`config.mk`:
```
export PLATFORM = sky130hd
export DESIGN_NAME = video_ram_dma_controller_core
export DESIGN_NICKNAME = d
export VERILOG_FILES = /design/src/sv/vrdma_pkg.sv /design/src/sv/vrdma_out_buf.sv /design/src/sv/video_ram_dma_controller_core.sv
export SDC_FILE = /design/constraint.sdc
export NUM_CORES = 1
export LEC_CHECK = 0
export ABC_CLOCK_PERIOD_IN_PS = 2740
export BUFFER_PORTS_ARGS = -buffer_cell sky130_fd_sc_hd__clkbuf_2
export CORE_UTILIZATION = 55
export DETAILED_ROUTE_END_ITERATION = 7
export GPL_ROUTABILITY_DRIVEN = 0
export PLACE_DENSITY = 0.76
export SETUP_SLACK_MARGIN = 0.1
export SYNTH_ARGS = -nofsm -noshare
export SYNTH_HDL_FRONTEND = slang
export SYNTH_SLANG_ARGS = --single-unit
```
`constraint.sdc`:
```
create_clock -name i_clk -period 2.74 [get_ports i_clk]
set_input_delay 0 -clock i_clk [delete_from_list [all_inputs] [get_ports i_clk]]
set_output_delay 0 -clock i_clk [all_outputs]
set_load 0.005 [all_outputs]
```
`src/sv/vrdma_pkg.sv`:
```
`timescale 1ns / 1ps
// Shared types and constants of the video RAM DMA controller.
package vrdma_pkg;

    typedef enum logic [2:0] {
        REQ_WRITE     = 3'd0,
        REQ_READ_LEN  = 3'd1,
        REQ_HBL_START = 3'd2,
        REQ_HBL_END   = 3'd3,
        REQ_TICK      = 3'd4
    } t_req;

    typedef enum logic [1:0] {
        MODE_NONE    = 2'd0,
        MODE_GENERAL = 2'd1,
        MODE_HBLANK  = 2'd2
    } t_mode;

    localparam logic [7:0] OFF_OAM_DMA  = 8'h46;
    localparam logic [7:0] OFF_SRC_HI   = 8'h51;
    localparam logic [7:0] OFF_SRC_LO   = 8'h52;
    localparam logic [7:0] OFF_DST_HI   = 8'h53;
    localparam logic [7:0] OFF_DST_LO   = 8'h54;
    localparam logic [7:0] OFF_LEN_CTRL = 8'h55;

    localparam logic [15:0] OAM_BASE       = 16'hfe00;
    localparam logic [11:0] OAM_BYTES      = 12'd160;
    localparam logic [11:0] BLOCK_BYTES    = 12'd16;
    localparam logic [15:0] POINTER_STEP   = 16'h0010;
    localparam logic [7:0]  LEN_ACTIVE_BIT = 8'h80;

    typedef struct packed {
        logic        copy_valid;
        logic [15:0] copy_source;
        logic [15:0] copy_target;
        logic [11:0] copy_bytes;
        logic [7:0]  status_byte;
    } t_result;

endpackage

```
`src/sv/vrdma_out_buf.sv`:
```
`timescale 1ns / 1ps
// Two-entry output buffer that decouples result delivery from input acceptance.
module vrdma_out_buf (
    input  logic              i_clk,
    input  logic              i_rst_n,
    input  logic              i_push,
    input  vrdma_pkg::t_result i_data,
    output logic              o_can_push,
    output logic              o_valid,
    input  logic              i_ready,
    output vrdma_pkg::t_result o_data
);
    import vrdma_pkg::*;

    logic    r_main_valid;
    logic    r_skid_valid;
    t_result r_main;
    t_result r_skid;
    logic    pop;

    assign pop        = r_main_valid && i_ready;
    assign o_can_push = !r_skid_valid;
    assign o_valid    = r_main_valid;
    assign o_data     = r_main;

    always_ff @(posedge i_clk) begin
        if (!i_rst_n) begin
            r_main_valid <= 1'b0;
            r_skid_valid <= 1'b0;
        end else if (pop) begin
            if (r_skid_valid) begin
                r_main_valid <= 1'b1;
                r_skid_valid <= i_push;
            end else begin
                r_main_valid <= i_push;
            end
        end else if (!r_main_valid) begin
            r_main_valid <= i_push;
        end else if (i_push) begin
            r_skid_valid <= 1'b1;
        end
    end

    always_ff @(posedge i_clk) begin
        if (pop) begin
            if (r_skid_valid) begin
                r_main <= r_skid;
                r_skid <= i_data;
            end else begin
                r_main <= i_data;
            end
        end else if (!r_main_valid) begin
            r_main <= i_data;
        end else if (i_push) begin
            r_skid <= i_data;
        end
    end

endmodule

```
`src/sv/video_ram_dma_controller_core.sv`:
```
`timescale 1ns / 1ps
// Top level of the video RAM DMA controller: register state, command logic and output buffer.
// The controller takes one word per cycle and returns exactly one result word for each,
// at the earliest in the cycle after it is accepted: the register state and the command are
// worked out in the cycle a word is accepted, and the result lands in a two-entry output buffer,
// so input words keep flowing while one result waits to be taken. Input ready drops only when
// both buffer entries are full. There is no clearing pass after reset.
module video_ram_dma_controller_core (
    input  logic        i_clk,
    input  logic        i_rst_n,
    input  logic        i_in_valid,
    output logic        o_in_ready,
    input  logic [2:0]  i_req_type,
    input  logic [7:0]  i_reg_offset,
    input  logic [7:0]  i_write_value,
    output logic        o_out_valid,
    input  logic        i_out_ready,
    output logic        o_copy_valid,
    output logic [15:0] o_copy_source,
    output logic [15:0] o_copy_target,
    output logic [11:0] o_copy_bytes,
    output logic [7:0]  o_status_byte
);
    import vrdma_pkg::*;

    logic [15:0] r_source_pointer, n_source_pointer;
    logic [15:0] r_target_pointer, n_target_pointer;
    logic [7:0]  r_length_reg,     n_length_reg;
    t_mode       r_transfer_mode,  n_transfer_mode;
    logic        r_in_blank,       n_in_blank;
    logic        r_line_done,      n_line_done;

    t_result result;
    t_result out_data;
    logic    accept;
    logic    can_push;

    assign accept     = i_in_valid && can_push;
    assign o_in_ready = can_push;

    always_comb begin
        n_source_pointer = r_source_pointer;
        n_target_pointer = r_target_pointer;
        n_length_reg     = r_length_reg;
        n_transfer_mode  = r_transfer_mode;
        n_in_blank       = r_in_blank;
        n_line_done      = r_line_done;
        result           = '0;

        case (t_req'(i_req_type))
            REQ_WRITE: begin
                case (i_reg_offset)
                    OFF_OAM_DMA: begin
                        result.copy_valid  = 1'b1;
                        result.copy_source = {i_write_value, 8'h00};
                        result.copy_target = OAM_BASE;
                        result.copy_bytes  = OAM_BYTES;
                    end
                    OFF_SRC_HI: n_source_pointer = {i_write_value, r_source_pointer[7:0]};
                    OFF_SRC_LO: n_source_pointer = {r_source_pointer[15:8], i_write_value};
                    OFF_DST_HI: n_target_pointer = {i_write_value, r_target_pointer[7:0]};
                    OFF_DST_LO: n_target_pointer = {r_target_pointer[15:8], i_write_value};
                    OFF_LEN_CTRL: begin
                        n_transfer_mode = i_write_value[7] ? MODE_HBLANK : MODE_GENERAL;
                        n_length_reg    = i_write_value | LEN_ACTIVE_BIT;
                    end
                    default: ;
                endcase
            end
            REQ_READ_LEN: result.status_byte = r_length_reg;
            REQ_HBL_START: begin
                n_line_done = 1'b0;
                n_in_blank  = 1'b1;
            end
            REQ_HBL_END: n_in_blank = 1'b0;
            REQ_TICK: begin
                if (r_length_reg[7]) begin
                    if (r_transfer_mode == MODE_GENERAL) begin
                        result.copy_valid  = 1'b1;
                        result.copy_source = r_source_pointer;
                        result.copy_target = r_target_pointer;
                        result.copy_bytes  = ({5'd0, r_length_reg[6:0]} + 12'd1) << 4;
                        n_length_reg       = '0;
                        n_transfer_mode    = MODE_NONE;
                    end else if (r_transfer_mode == MODE_HBLANK && r_in_blank
                                 && !r_line_done) begin
                        result.copy_valid  = 1'b1;
                        result.copy_source = r_source_pointer;
                        result.copy_target = r_target_pointer;
                        result.copy_bytes  = BLOCK_BYTES;
                        n_source_pointer   = r_source_pointer + POINTER_STEP;
                        n_target_pointer   = r_target_pointer + POINTER_STEP;
                        if (r_length_reg[6:0] == 7'd0) begin
                            n_length_reg    = '0;
                            n_transfer_mode = MODE_NONE;
                        end else begin
                            n_length_reg = r_length_reg - 8'd1;
                        end
                        n_line_done = 1'b1;
                    end
                end
            end
            default: ;
        endcase
    end

    always_ff @(posedge i_clk) begin
        if (!i_rst_n) begin
            r_source_pointer <= '0;
            r_target_pointer <= '0;
            r_length_reg     <= '0;
            r_transfer_mode  <= MODE_NONE;
            r_in_blank       <= 1'b0;
            r_line_done      <= 1'b0;
        end else if (accept) begin
            r_source_pointer <= n_source_pointer;
            r_target_pointer <= n_target_pointer;
            r_length_reg     <= n_length_reg;
            r_transfer_mode  <= n_transfer_mode;
            r_in_blank       <= n_in_blank;
            r_line_done      <= n_line_done;
        end
    end

    vrdma_out_buf u_out_buf (
        .i_clk      (i_clk),
        .i_rst_n    (i_rst_n),
        .i_push     (accept),
        .i_data     (result),
        .o_can_push (can_push),
        .o_valid    (o_out_valid),
        .i_ready    (i_out_ready),
        .o_data     (out_data)
    );

    assign o_copy_valid  = out_data.copy_valid;
    assign o_copy_source = out_data.copy_source;
    assign o_copy_target = out_data.copy_target;
    assign o_copy_bytes  = out_data.copy_bytes;
    assign o_status_byte = out_data.status_byte;

endmodule

```
==> impl_metrics.toml, run 1 <==
[placement]
numPortBuffers = 73
place_area_um2 = 7483
detailedPlace.worstSlack_ns = 0.6221
hpwl_mm = 10.65

[synth]
synth_area_per_cell_um2 = 11.69
yosysSeqAreaShare_pct = 55.72
async_flop_share_pct = 0
yosysUniqueCellTypes = 67
synth_seq_cells = 144
yosysTopAreaCell = "edfxtp_1"
synth_edf_count = 98
syn_area_um2 = 6934
ys_top_cells_by_area = "edfxtp_1 (42%), dfxtp_1 (13%), mux2_2 (7.0%)"
synth_cells = 593
yosysWarnings = 0
yosys_most_used_dff = "edfxtp_1"
synth_top_area_share_pct = 42.44

[drt]
wirelength_mm = 16.17
vias_per_cell = 6.094
drtIter0Drc = 417
antenna_left = 0
drt_first_pass_iters = 5
drc_errors = 0
detail_route.wl_per_cell_um = 18.91
vias = 5210

[finish]
area_delta_synth_final_pct = 17.57
diodes = 0
mostFrequentLayoutCells = "edfxtp_1 (98), clkbuf_2 (73), dfxtp_1 (46)"
final_area_um2 = 8153
fin_nets = 702
layout_commonest_cell = "edfxtp_1"
layout-drive-gt1-share_pct = 25.76

[job]
cap_violations = 0

[critical_path]
slowest_delay_ns = 0.58
end_kind = "register"
setup.worst_path.start_class = "primary input"
timing.critical_path.buf_inv = 2
required_ns = 3.05
worst_ep_arrival_time_ns = 2.52
r2r-end = "u_out_buf.o_data[29]"
cp_top_family = "compound AO/OA/AOI/OAI gates"
reg2reg_depth = 6
r2r_start = "r_transfer_mode[0]"
slowest_stage = "a2111oi_4"
worstPathMaxFanout = 8
worstPathCellList = "dlygate4sd3_1 > clkbuf_2 > or3_1 > a41o_4 > a2111oi_4 > o221ai_1 > o211a_1"
ff2ff_setup_slack_ns = 0.56
worstSetupPathType = "in2reg"

[timing]
period_share_pct = 80.66
final_hold_viol_count = 0
setup_viol = 0
period_minus_slack_ns = 2.210
final.setup.worst_slack_ns = 0.5300
max_slew.worst_pin.slew_ns = 0.7653
clock_skew_ns = 0.009068
slew_headroom_pct = 48.87
finalHoldWorstSlack_ns = 0.03256
tns_ns = 0
clock.fmax_mhz = 452.5
final_max_slew_viol_count = 0
rsz0062_at_grt = "false"

[pwr]
p_int_w = 0.003919
p_clk_share_pct = 45.8
switching_share_pct = 21.65
ir_drop_uv = 388.8
powerDensity_nw_per_um2 = 613.5
total_power_w = 0.005002
seqPwrFrac_pct = 48.5
leakage_nw = 3.269
pwr-share-comb_pct = 5.7
p_sw_w = 0.001083

[die]
core-area_um2 = 12160
num_rows = 40
die-area_um2 = 13060
die_h_um = 114.3
die_w_um = 114.3
io_pins = 78
initial_core_util_pct = 57.02

[global_routing]
grt_overflow = 0
grt_usage_pct = 26.01
grt_pass1_wl_mm = 25.37
grt_max_degree = 46
antenna_found_initial = 0
grt_pass1_vias = 4835

[clock_network]
cts-root-buf = "clkbuf_16"
clk_pin_slew_ns = 0.06
ctsResizeCount = 0
cts_tree = "done"
cts_buffers = 17
cts.sinks = 144
cts_max_level = 4
clock_path_buffers = 2
clk_latency_ns = 0.43

[hold_path]
hold_path_depth = 5
worstHoldEndpoint = "r_source_pointer[11]"
hold_class = "in2reg"
min_from = "i_write_value[3]"

[run_status]
status = "finished clean"
cell families (layout without fill, tap and decap cells):
kind of cell / after synthesis / in the layout / synth area share [%]
AND/OR/NAND/NOR: 197 / 197 / 15.39
flip-flops: 144 / 144 / 55.72
AO/OA/AOI/OAI: 131 / 131 / 14.72
multiplexers: 49 / 49 / 7.849
buffers and inverters: 47 / 138 / 2.959
XOR/XNOR: 19 / 19 / 2.400
adder cells (fa/ha/maj): 5 / 5 / 0.9022
other: 1 / 4 / 0.05408
power groups by stage:
stage / Clock [W] / Combinational [W] / Sequential (W)
after detailed placement: 0 / 0.000272 / 0.00247
after global placement: 0 / 0.000266 / 0.00247
final: 0.00229 / 0.000286 / 0.00243
after floorplan: 0 / 0.000151 / 0.00247
after global routing: 0.00241 / 0.000311 / 0.00243
after CTS: 0.00231 / 0.000284 / 0.00243
how the worst max path moves through the flow:
stage,startpoint,endpoint,slack [ns],cells past startpoint
final,i_req_type[0],r_target_pointer[7],0.53,7
after floorplan,u_out_buf.r_skid_valid,u_out_buf.r_skid[0],0.23,4
after global placement,i_req_type[1],r_target_pointer[7],0.69,6
after global routing,i_req_type[0],r_target_pointer[7],0.37,7
after detailed placement,r_transfer_mode[0],u_out_buf.o_data[26],0.62,6
after CTS,i_req_type[0],r_target_pointer[7],0.58,7
layer usage:
layer / up-vias / track usage (%) / part of all wire [%]
met3: 31 / 5.717 / 7.5
li1: 2421 / - / -
met2: 243 / 39.80 / 46
met4: 0 / 12.90 / 2.5
met5: - / 0 / 0
met1: 2515 / 35.12 / 44
cell type report:
type | count | area [µm²]
sequential | 144 | 3864
multi-input combinational | 405 | 2885
inverter | 9 | 33.78
clock buffer | 20 | 436.7
fill | 929 | 4009
tap | 168 | 210.2
clock inverter | 12 | 142.6
timing repair buffer | 97 | 580.6
worst reg2reg max path: stages (launching register included):
cell and delay, ns:
dfxtp_1 0.37, and4bb_2 0.28, nand3_1 0.15, nand2_1 0.32, buf_4 0.32, a21o_1 0.21
mux2_2 0.27
synth_stat cells (all sizes together) (8+ instances only):
library cell  instances
edfxtp               98
dfxtp                46
nand2                44
mux2                 43
and2                 29
clkbuf               29
a21oi                28
nor2                 28
nand3                26
o21ai                18
o211a                12
o221ai               12
nor3                 11
a21o                 10
nand4                10
xnor2                10
and3                  9
buf                   9
inv                   9
xor2                  9
a22o                  8
nand2b                8
or3                   8
metrics by stage:
step | util, % | std cells
after floorplan | - | 596
after global placement | 61.53 | 814
after detailed placement | 61.53 | 814
after CTS | 67.04 | 855
after global routing | 67.04 | 855
final | 67.04 | 855
repair_timing:
action	4_1_cts	5_1_grt
hold buffers	9	0
buffers inserted	0	0
hold endpoints to repair	9	0
No activity file was read; power rests on OpenSTA's default activity.
==> run 2: changes to the inputs <==
ABC_AREA = 1   (was default)
ABC_CLOCK_PERIOD_IN_PS = 2200   (was 2740)
PLACE_DENSITY = 0.75   (was 0.76)
clock period = 2.2 ns   (was 2.74 ns; I/O delays follow)
==> run 2 against run 1 <==
  * Critical path type is now reg2reg
  * Via count rose by 19%
  * First-iteration DRC count rose by 35%
  * Clock power increased by 21%
  * Non-clock buffer count is 5 lower
  * Synthesized cell count increased by 53%
  * Sequential power rose by 24%
  * Sequential share of layout area fell by 1.2 points
  * Utilization is 1.0 points lower
  * Critical path depth shrank 1
  * Combinational power up 44%
==> impl_metrics.toml, run 2 <==
[global_routing]
grt_max_degree = 29
antenna_found_initial = 0
grt_usage_pct = 26.46
grt_pass1_wl_mm = 26.97
grt_overflow = 0
grt_pass1_vias = 5519

[pwr]
pwr-share-comb_pct = 6.7
switching_share_pct = 21.97
ir_drop_uv = 493.7
p_sw_w = 0.001358
powerDensity_nw_per_um2 = 739.4
seqPwrFrac_pct = 48.7
p_clk_share_pct = 44.6
leakage_nw = 3.735
p_int_w = 0.004825
total_power_w = 0.006183

[synth]
yosysSeqAreaShare_pct = 53.85
synth_area_per_cell_um2 = 7.901
synth-adder-area-share_pct = 0.8720
synth_edf_count = 98
synth_cells = 908
synthSimpleGateAreaFrac_pct = 29.77
yosys_most_used_dff = "edfxtp_1"
synth_common_cells = "nand2_1 (321), nor2_1 (119), edfxtp_1 (98), inv_1 (89), nand3_1 (57)"
yosysWarnings = 0
syn_area_um2 = 7174
yosysTopAreaCell = "edfxtp_1"
async_flop_share_pct = 0
synth-compound-area-share_pct = 7.394
yosys-mux-area-fraction_pct = 0
synth-xor-area-share_pct = 0.7325
synth_seq_cells = 144
synth_top_family_by_area = "simple AND/OR/NAND/NOR gates"
yosysUniqueCellTypes = 29
synth_top_area_share_pct = 41.02
ys_top_cells_by_area = "edfxtp_1 (41%), nand2_1 (17%), dfxtp_1 (13%)"
synth.most_common_cell = "nand2_1"

[timing]
setup_viol = 0
final.setup.worst_slack_ns = 0.4543
finalHoldWorstSlack_ns = 0.01562
rsz0062_at_grt = "false"
period_share_pct = 79.35
period_minus_slack_ns = 1.746
clock.fmax_mhz = 572.8
max_slew.worst_pin.slew_ns = 0.5176
clock_skew_ns = 0.008270
final_hold_viol_count = 0
final_max_slew_viol_count = 0
slew_headroom_pct = 65.44
tns_ns = 0

[finish]
layout_commonest_cell = "nand2_1"
layout-drive-gt1-share_pct = 14.14
area_delta_synth_final_pct = 16.55
mostFrequentLayoutCells = "nand2_1 (321), nor2_1 (118), edfxtp_1 (98)"
diodes = 0
layout.cells.non_filler = 1176
fin_nets = 1019

[placement]
dp_cells = 1137
numPortBuffers = 73
detailedPlace.worstSlack_ns = 0.2878
hpwl_mm = 11.49

[clock_network]
cts_buffers = 17
clock_path_buffers = 2
clk_pin_slew_ns = 0.06
cts.sinks = 144
post_cts_buffers = 0
clk_latency_ns = 0.43
cts_tree = "done"
cts-root-buf = "clkbuf_16"
cts_max_level = 4

[die]
core-area_um2 = 12670
io_pins = 78
initial_core_util_pct = 56.62
die-area_um2 = 13500
die_h_um = 116.2
num_rows = 41
die_w_um = 116.2

[critical_path]
worst_ep_arrival_time_ns = 2.10
slowest_delay_ns = 0.59
worstSetupPathType = "reg2reg"
required_ns = 2.55
slowest_stage = "dlygate4sd3_1"
worstPathMaxFanout = 4
end_kind = "register"
setup.worst_path.start_class = "register"
cp_top_family = "buffers and inverters"
worstPathCellList = "inv_2 > nand2_1 > nor2_1 > nand4_1 > dlygate4sd3_1 > a21oi_1"
timing.critical_path.buf_inv = 2

[drt]
drt_first_pass_iters = 6
drtIter0Drc = 565
vias_per_cell = 5.262
drc_errors = 0
detail_route.wl_per_cell_um = 14.15
vias = 6188
wirelength_mm = 16.64
antenna_left = 0

[hold_path]
hold_class = "in2reg"

[run_status]
status = "finished clean"

[job]
cap_violations = 0
[run 2: repair_timing]
item | CTS | global route
hold buffers | 7 | 0
hold endpoints to repair | 6 | 0
setup endpoints to repair | 0 | 1
gates resized for setup | 0 | 1
[run 2: final timing paths]
| check | slack [ns] | from | cells after the start | endpoint |
|---|---|---|---|---|
| worst max-delay path | 0.45 | u_out_buf.r_skid_valid | 6 | r_length_reg[7] |
| worst min-delay path | 0.02 | i_write_value[4] | 5 | r_target_pointer[12] |
| worst max register to register | 0.45 | u_out_buf.r_skid_valid | 6 | r_length_reg[7] |
| worst min register to register | 0.46 | r_source_pointer[3] | 2 | r_source_pointer[3] |
[run 2: cells by family after synthesis]
kind of cell | count (synthesis)
other | 1
adder cells (fa/ha/maj) | 5
buffers and inverters | 131
AO/OA/AOI/OAI | 94
flip-flops | 144
XOR/XNOR | 6
AND/OR/NAND/NOR | 527
[run 2: area by class of cell]
| cell class | instances | area (µm²) |
|---|---|---|
| clock inverters | 6 | 82.58 |
| inverters | 100 | 375.4 |
| repair buffers | 92 | 525.5 |
| flip-flops and latches | 144 | 3864 |
| well taps | 172 | 215.2 |
| fillers | 1084 | 4309 |
| multi-input cells | 636 | 2820 |
| clock buffers | 26 | 479.2 |
[run 2: per-layer routing]
metal  up-vias  track usage [%]  wire length, µm
li1       3076                -                -
met1      2812            35.76             7615
met2       272            41.63             7451
met3        28            5.449             1216
met4         0            11.03              351
met5         -                0                0
[run 2: power by group through the flow]
stage	Sequential [W]	Clock (W)	Combinational, W
2_1_floorplan	0.00306	0	0.000240
3_3_place_gp	0.00306	0	0.000395
3_5_place_dp	0.00307	0	0.000396
4_1_cts	0.00301	0.00279	0.000407
5_1_grt	0.00302	0.00289	0.000461
6_report	0.00301	0.00276	0.000412
[run 2: worst register-to-register path: stages (launching register included)]
cell and delay (ns):
dfxtp_1 0.31, inv_2 0.09, nand2_1 0.16, nor2_1 0.25
nand4_1 0.13, dlygate4sd3_1 0.59, a21oi_1 0.15
[run 2: metrics by stage]
stage               cell area [µm²]  utilization, %
floorplan                      7197               -
global route                   8362           65.99
detailed placement             7725           60.97
CTS                            8357           65.95
global placement               7725           60.97
finish                         8362           65.99
==> run 3: changes to the inputs <==
ABC_CLOCK_PERIOD_IN_PS = 1500   (was 2200)
CORE_UTILIZATION = 53   (was 55)
PLACE_DENSITY = 0.76   (was 0.75)
clock period = 1.5 ns   (was 2.2 ns; I/O delays follow)
==> run 3 against run 2 <==
  * The run now ends with DRC, setup timing left
  * Final cell count increased by 5.2%
  * Global-route usage increased by 0.76 points
  * Clock skew about the same
  * Sequential share of layout area decreased by 7.3 points
  * Largest cell class unchanged
  * Largest power group unchanged
==> impl_metrics.toml, run 3 (synthesis gave the netlist of run 2 again) <==
[global_routing]
busiest_layer = "met2"
globalRouteMet1Util_pct = 34.36
grt_overflow = 0
grt_pass1_wl_mm = 29.35
grt_use_met3_pct = 5.502
grt_pass1_vias = 5926
antenna_found_initial = 0
grt_usage_pct = 27.22
grt_max_degree = 50
use_met2_pct = 43.68

[timing]
final_max_slew_viol_count = 0
final_hold_viol_count = 0
setup_viol = 1
period_share_pct = 101.5
final.setup.worst_slack_ns = -0.02311
clock_skew_ns = 0.007984
rsz0062_at_grt = "true"
period_minus_slack_ns = 1.523
clock.fmax_mhz = 656.6

[die]
die-area_um2 = 14010
io_pins = 78
num_rows = 42
die_h_um = 118.3
initial_core_util_pct = 54.18
die_w_um = 118.3
core-area_um2 = 13240

[clock_network]
clk_pin_slew_ns = 0.06
cts_max_level = 4
cts_tree = "done"
cts-root-buf = "clkbuf_16"
clk_latency_ns = 0.44
cts_buffers = 17
clock_path_buffers = 2
cts.sinks = 144

[finish]
layout_commonest_cell = "nand2_1"
fin_util_pct = 75.43
layout-drive-gt1-share_pct = 33.55
fin_nets = 1076
layout.cells.non_filler = 1237
mostFrequentLayoutCells = "nand2_1 (287), edfxtp_1 (98), inv_1 (75)"
diodes = 0
area_delta_synth_final_pct = 39.22

[critical_path]
worstPathMaxFanout = 6
crit_top_cell = "nand2_1"
end_kind = "register"
cp_top_family = "flip-flops"
slowest_delay_ns = 0.41
setup.worst_path.start_class = "register"
worstPathCellList = "ha_4 > nand2_4 > nor2_4 > buf_6 > xor2_2 > nor2_2 > nand2_1 > nand2_1"
ff2ff_setup_slack_ns = -0.02
slowest_stage = "dfxtp_4"
worstSetupPathType = "reg2reg"
reg2reg_depth = 8
r2r_start = "r_length_reg[1]"
required_ns = 1.69
timing.critical_path.buf_inv = 1
worst_ep_arrival_time_ns = 1.72
r2r-end = "u_out_buf.o_data[16]"

[drt]
detail_route.wl_per_cell_um = 17.33
wirelength_mm = 21.44
drtIter0Drc = 696
drt_first_pass_iters = 7
drc_errors = 1
vias = 6871
vias_per_cell = 5.555
antenna_left = 0

[run_status]
violations = "DRC, setup timing"
status = "complete, but fails checks"

[placement]
dp_cells = 1172
numPortBuffers = 73
hpwl_mm = 11.86

[pwr]
powerDensity_nw_per_um2 = 970.6
seqPwrFrac_pct = 45.6
p_sw_w = 0.002260
ir_drop_uv = 747.2
p_int_w = 0.007435
leakage_nw = 4.208
p_clk_share_pct = 45.4
pwr-share-comb_pct = 9.0
switching_share_pct = 23.31

[hold_path]
worstHoldEndpoint = "r_target_pointer[12]"
hold_path_depth = 5
hold_class = "in2reg"
min_from = "i_write_value[4]"

[job]
cap_violations = 0
[run 3: power by group through the flow]
| stage | logic, W | registers (W) | clock network, W |
|---|---|---|---|
| 6_report | 0.000870 | 0.00442 | 0.00440 |
| 5_1_grt | 0.000934 | 0.00443 | 0.00456 |
| 4_1_cts | 0.000698 | 0.00441 | 0.00437 |
| 3_5_place_dp | 0.000634 | 0.00450 | 0 |
| 3_3_place_gp | 0.000627 | 0.00449 | 0 |
| 2_1_floorplan | 0.000354 | 0.00450 | 0 |
[run 3: worst min-delay path, stage by stage]
cell and delay [ns]:
clkbuf_2 0.12, nand3_1 0.12, nand2_1 0.06, nand2_1 0.06
a21oi_2 0.05
[run 3: final cells by class]
type                            count  area (µm²)
Sequential cell                   144        3889
Multi-Input combinational cell    636        3656
Fill cell                         846        3254
Timing Repair Buffer              148        1210
Clock buffer                       20       436.7
Inverter                          100       405.4
Tap cell                          176       220.2
Clock inverter                     12       166.4
Timing Repair inverter              1       5.005
[run 3: through the flow]
| step | setup slack, ns | TNS (ns) | total power, W | cell area, µm² | hold slack [ns] |
|---|---|---|---|---|---|
| after floorplan | -1.115 | -70.82 | 0.004849 | 7212 | 0.1433 |
| after global placement | -0.1178 | -0.6256 | 0.005120 | 8051 | 0.2617 |
| after detailed placement | -0.1161 | -1.719 | 0.005130 | 8051 | 0.2655 |
| after CTS | 0.04537 | 0 | 0.009486 | 8992 | 0.001933 |
| after global routing | -0.07477 | -0.8135 | 0.009933 | 9988 | 0.04190 |
| final | -0.02311 | -0.02311 | 0.009694 | 9988 | 0.01915 |
[run 3: how the worst max path moves through the flow]
| stage | startpoint | endpoint | slack [ns] | cells past startpoint |
|---|---|---|---|---|
| 2_1_floorplan | u_out_buf.o_valid | u_out_buf.r_skid[0] | -1.12 | 4 |
| 3_5_place_dp | r_transfer_mode[0] | u_out_buf.o_data[14] | -0.12 | 8 |
| 4_1_cts | r_transfer_mode[0] | u_out_buf.o_data[41] | 0.05 | 8 |
| 3_3_place_gp | r_transfer_mode[0] | u_out_buf.o_data[19] | -0.12 | 8 |
| 6_report | r_length_reg[1] | u_out_buf.o_data[16] | -0.02 | 8 |
| 5_1_grt | r_length_reg[1] | r_length_reg[0] | -0.07 | 11 |
[run 3: metal layers]
metal,routed length (µm),up-vias
li1,-,3215
met1,8284,3218
met2,10420,351
met3,1657,87
met4,1071,0
met5,0,-
[run 3: timing repair]
action | CTS | global route
resized for setup | 52 | 210
endpoints found under the setup margin | 142 | 148
hold endpoints to repair | 7 | 0
setup buffers | 4 | 13
hold buffers | 7 | 0
gates cloned | 3 | 7
pin swaps | 5 | 49
